==> src/sv/stsc_pkg.sv <==
// Shared types and constants for the submatrix target-sum counter.
// No dependencies; other sv/ files but stsc_prefix_mem use it by scoped names.
`default_nettype none

package stsc_pkg;

  // default sizing of the top level
  localparam int DEF_MAX_ROWS      = 64;
  localparam int DEF_MAX_COLUMNS   = 64;
  localparam int DEF_ELEMENT_WIDTH = 16;

  // configuration port
  localparam int CFG_DATA_W = 32;
  localparam int CFG_IDX_W  = 2;
  localparam logic [CFG_IDX_W-1:0] CFG_ROW_COUNT    = 2'd0;
  localparam logic [CFG_IDX_W-1:0] CFG_COLUMN_COUNT = 2'd1;
  localparam logic [CFG_IDX_W-1:0] CFG_TARGET_SUM   = 2'd2;

  localparam int SIZE_CFG_W = 7;
  localparam logic [SIZE_CFG_W-1:0] SIZE_RESET = 7'd64;
  localparam int TARGET_W = 32;

  // result width; the count wraps at this width
  localparam int COUNT_W = 23;

  // one row step issued by the sweep sequencer
  typedef struct packed {
    logic valid;      // a row step is in this stage
    logic first;      // first row of a column pair
    logic left_zero;  // left column is column 0: no left prefix to subtract
    logic last;       // last row of the last column pair
  } stsc_issue_t;

endpackage

`default_nettype wire

==> src/sv/stsc_sweep_seq.sv <==
// Sweep sequencer: walks column pairs and rows, issues memory reads and row-step flags.
// Depends on stsc_pkg (stsc_issue_t).
`default_nettype none

module stsc_sweep_seq #(
  parameter int MAX_COLUMNS = 64,
  parameter int ADDR_W      = 12,
  parameter int IDX_R_W     = 6,
  parameter int IDX_C_W     = 6,
  parameter int CNT_R_W     = 7,
  parameter int CNT_C_W     = 7
) (
  input  wire                        clk,
  input  wire                        rst_n,
  input  wire                        go,
  input  wire        [CNT_R_W-1:0]   rows,
  input  wire        [CNT_C_W-1:0]   cols,
  input  wire                        done,
  output logic                       busy,
  output logic       [ADDR_W-1:0]    rd_addr_right,
  output logic       [ADDR_W-1:0]    rd_addr_left,
  output stsc_pkg::stsc_issue_t      issue
);

  localparam logic [1:0] S_LOAD  = 2'd0;
  localparam logic [1:0] S_SWEEP = 2'd1;
  localparam logic [1:0] S_DRAIN = 2'd2;

  logic [1:0]         state_r, state_nxt;
  logic [IDX_C_W-1:0] left_r, left_nxt;
  logic [IDX_C_W-1:0] right_r, right_nxt;
  logic [IDX_R_W-1:0] row_r, row_nxt;
  logic [ADDR_W-1:0]  base_r, base_nxt;

  logic row_end, right_end, left_end;

  assign row_end   = (CNT_R_W'(row_r) == rows - CNT_R_W'(1));
  assign right_end = (CNT_C_W'(right_r) == cols - CNT_C_W'(1));
  assign left_end  = (CNT_C_W'(left_r) == cols - CNT_C_W'(1));

  assign busy = (state_r != S_LOAD);

  assign rd_addr_right = base_r + ADDR_W'(right_r);
  assign rd_addr_left  = (left_r == '0) ? rd_addr_right
                                        : base_r + ADDR_W'(left_r) - ADDR_W'(1);

  always_comb begin
    issue.valid     = (state_r == S_SWEEP);
    issue.first     = (row_r == '0);
    issue.left_zero = (left_r == '0);
    issue.last      = row_end && right_end && left_end;
  end

  always_comb begin
    state_nxt = state_r;
    left_nxt  = left_r;
    right_nxt = right_r;
    row_nxt   = row_r;
    base_nxt  = base_r;
    case (state_r)
      S_LOAD: begin
        if (go) begin
          state_nxt = S_SWEEP;
          left_nxt  = '0;
          right_nxt = '0;
          row_nxt   = '0;
          base_nxt  = '0;
        end
      end
      S_SWEEP: begin
        if (row_end) begin
          row_nxt  = '0;
          base_nxt = '0;
          if (right_end) begin
            left_nxt  = left_r + IDX_C_W'(1);
            right_nxt = left_r + IDX_C_W'(1);
            if (left_end) begin
              state_nxt = S_DRAIN;
            end
          end else begin
            right_nxt = right_r + IDX_C_W'(1);
          end
        end else begin
          row_nxt  = row_r + IDX_R_W'(1);
          base_nxt = base_r + ADDR_W'(MAX_COLUMNS);
        end
      end
      S_DRAIN: begin
        if (done) begin
          state_nxt = S_LOAD;
        end
      end
      default: begin
        state_nxt = S_LOAD;
      end
    endcase
  end

  always_ff @(posedge clk) begin
    if (!rst_n) begin
      state_r <= S_LOAD;
      left_r  <= '0;
      right_r <= '0;
      row_r   <= '0;
      base_r  <= '0;
    end else begin
      state_r <= state_nxt;
      left_r  <= left_nxt;
      right_r <= right_nxt;
      row_r   <= row_nxt;
      base_r  <= base_nxt;
    end
  end

endmodule

`default_nettype wire

==> config.mk <==
export PLATFORM = sky130hd
export DESIGN_NAME = stsc_sweep_seq
export DESIGN_NICKNAME = d
export VERILOG_FILES = /design/src/sv/stsc_pkg.sv /design/src/sv/stsc_sweep_seq.sv
export SDC_FILE = /design/constraint.sdc
export NUM_CORES = 1
export LEC_CHECK = 0
export ABC_AREA = 1
export BUFFER_PORTS_ARGS = -buffer_cell sky130_fd_sc_hd__clkbuf_2
export CAP_MARGIN = 5
export CORE_MARGIN = 2
export CORE_UTILIZATION = 58
export DETAILED_ROUTE_END_ITERATION = 8
export GPL_TIMING_DRIVEN = 0
export PLACE_DENSITY = 0.89
export SLEW_MARGIN = 15
export SYNTH_ARGS = -nofsm -noshare
export SYNTH_HDL_FRONTEND = slang
export SYNTH_SLANG_ARGS = --single-unit
==> constraint.sdc <==
create_clock -name clk -period 2.4 [get_ports clk]
set_input_delay 0.12 -clock clk [delete_from_list [all_inputs] [get_ports clk]]
set_output_delay 0.12 -clock clk [all_outputs]
set_load 0.03 [all_outputs]
==> impl_metrics.csv <==
group,metric,value,unit
outcome,run_status,"finished, final reports clean",
route,routed_wl,7470,um
global_routing,overflow,0,
yosys,seq_area_frac_synth,18.4,%
timing,fmax,432,MHz
die,ios,47,
yosys,synth_edf_count,0,
clock_tree,cts_sinks,26,
yosys,syn_inst,456,
global_routing,grt_usage,27.6,%
yosys,yosysWarnings,0,
die,fp.dieH,73.9,um
timing,setup_viol,0,
timing,worstMarginPinSlew,0.500,ns
yosys,synthFlopType,"dfxtp_1",
die,fp.dieW,73.9,um
die,die_area,0.00546,sq mm
clock_tree,cts_made_buffers,3,
clock_tree,tritoncts,"built",
yosys,ys_ff_latch,26,
clock_tree,cts_buffer_depth,2,
timing,final_max_slew_viol_count,0,
final_layout,nNetsFinal,557,
yosys,avgSynthCellArea,6.21,sq um
yosys,synth_area_leaders,"dfxtp_1 (18%), nand2_1 (15%), ha_1 (12%)",
clock_tree,cts_hold_buf,0,
final_layout,fin_cells,577,
worst_setup_path,cp.arrival,2.19,ns
yosys,synth_top_area_cell,"dfxtp_1",
die,rows,25,
route,ant_nets,0,
worst_setup_path,crit_required,2.28,ns
route,vias_per_cell,5.44,
worst_setup_path,crit_type,"reg2out",
route,dr.pass1.iters,6,
pwr,powerDensity,665,mW/mm^2
global_routing,grt_first_pass_wirelength,12100,um
timing,slew_headroom,66.7,%
yosys,yosysMostFrequentCell,"nand2_1",
global_routing,grt_pass1_vias,2811,
route,drtIter0Drc,198,
placement,gp_congestion,0.916,
timing,min_period,2.31,ns
timing,period_share,96.4,%
clock_tree,path_clk_slew,0.09,ns
timing,final_hold_viol_count,0,
pwr,peakVddDrop,0.578,mV
job,max-cap-violations,0,
yosys,syn-cell-area,0.00283,sq mm
die,core,0.00472,sq mm
route,drc,0,
final_layout,fill_cells,397,
clock_tree,cts_max_level,1,
final_layout,antenna_cells,0,
timing,setup_tns,0,ns
final_layout,utilization,71.5,%
die,start_util,60.0,%
pwr,p_leak,0.00168,uW
final_layout,area_growth_syn_to_layout,19.2,%
placement,placed_cells,568,
yosys,synth_commonest_cells,"nand2_1 (112), inv_1 (61), nand3_1 (49)",
worst_setup_path,path_max_fanout,5,
timing,fin_worst_skew,0.00576,ns
worst_setup_path,endpoint_kind,"primary output",
final_layout,drive_gt1_share,21.4,%
global_routing,antenna_found_initial,0,
worst_setup_path,start_kind,"register",
global_routing,grt_max_degree,15,
yosys,synth_cell_types,36,
hold_path,hp-class,"in2reg",
yosys,async_flop_share,0,%
route,detail_route.wl_per_cell,12.9,um
yosys,syn_nets,502,
route,vias,3140,
placement,io_buffers,45,
placement,hpwlAfterDp,5740,um
clock_tree,clk_latency,0.27,ns
yosys,yosysTopAreaCellShare,18.4,%
clock_tree,cts_root_buf,"clkbuf_8",
layout by cell type, fill, tap and decap left out, drive strengths merged, types with 2 or more instances in the layout:
cell,Yosys,layout
nand4,12,12
a21oi,19,19
nor3,6,6
o211ai,2,2
ha,27,27
o21bai,4,4
o21ai,28,28
buf,8,17
inv,62,62
clkbuf,8,53
xnor2,7,7
nand2,119,119
nor2,46,46
nand3,52,52
dfxtp,26,26
xor2,21,21
flip-flops by register name (all words and copies together), names as in the netlist:
register  cells
state_r       2
row_r         6
right_r       6
base_r        6
left_r        6
critical path, cell delays in order (launching register included):
cell and delay, ns:
dfxtp_4 0.40, clkinvlp_4 0.14, ha_4 0.32, inv_1 0.08
nand2_1 0.07, nand2_1 0.07, nand2_1 0.06, nand2_1 0.07
a21oi_2 0.15, o21bai_1 0.10, a21oi_1 0.12, o21ai_0 0.11
nand2_1 0.08, buf_4 0.15
stage by stage:
stage               area (sq um)  power [uW]  setup slack, ns  hold slack [ns]
floorplan                   2830        1460           0.0894            0.265
global placement            3140        1760           0.0619            0.391
detailed placement          3140        1790           0.0414            0.396
CTS                         3230        2110         -0.00663            0.102
global route                3380        2400          -0.0381            0.129
finish                      3380        2250           0.0863            0.105
path summary, 6_finish.rpt:
| check | startpoint | end | slack, ns | cells past startpoint |
|---|---|---|---|---|
| max | left_r[2] | rd_addr_left[8] | 0.09 | 13 |
| min | go | state_r[0] | 0.11 | 3 |
| max reg2reg | right_r[2] | left_r[4] | 0.66 | 11 |
| min reg2reg | row_r[1] | row_r[1] | 0.54 | 2 |
logic make-up (layout without fill, tap and decap cells):
kind of cell | after synthesis | after routing | share of synthesized area [%]
xor gates and xnor gates | 28 | 28 | 8.66
DFF | 26 | 26 | 18.4
buffers and inverters | 79 | 133 | 11.2
and+or+nand+nor | 237 | 237 | 38.0
adders and majority gates | 28 | 28 | 12.6
other | 1 | 1 | 0.132
AOI/OAI and AO/OA | 57 | 57 | 11.0
layout make-up:
type | instances | area [sq um] | share of cell area, %
Clock buffer | 4 | 55.1 | 1.63
Multi-Input combinational cell | 351 | 2090 | 62.0
Sequential cell | 26 | 541 | 16.0
Tap cell | 67 | 83.8 | 2.48
Timing Repair Buffer | 50 | 273 | 8.08
Buffer | 16 | 81.3 | 2.41
Inverter | 63 | 248 | 7.34
per-layer routing:
layer / wire [um] / vias up / track usage, %
met4: 60 / 0 / 6.06
li1: - / 1570 / -
met3: 483 / 12 / 3.98
met1: 3270 / 1433 / 35.4
met5: 0 / - / 0
met2: 3650 / 125 / 48.8
power by group:
| group | total, uW | internal (uW) | switching, uW |
|---|---|---|---|
| Combinational | 1440 | 499 | 940 |
| Clock | 287 | 147 | 140 |
| Sequential | 521 | 465 | 55.2 |
repair_timing:
action | 4_1_cts | 5_1_grt
pin swaps | 0 | 4
buffers inserted | 1 | 4
setup endpoints to repair | 11 | 10
resized for setup | 13 | 39
cloned | 0 | 0
Power figures use the tool's default switching activity.
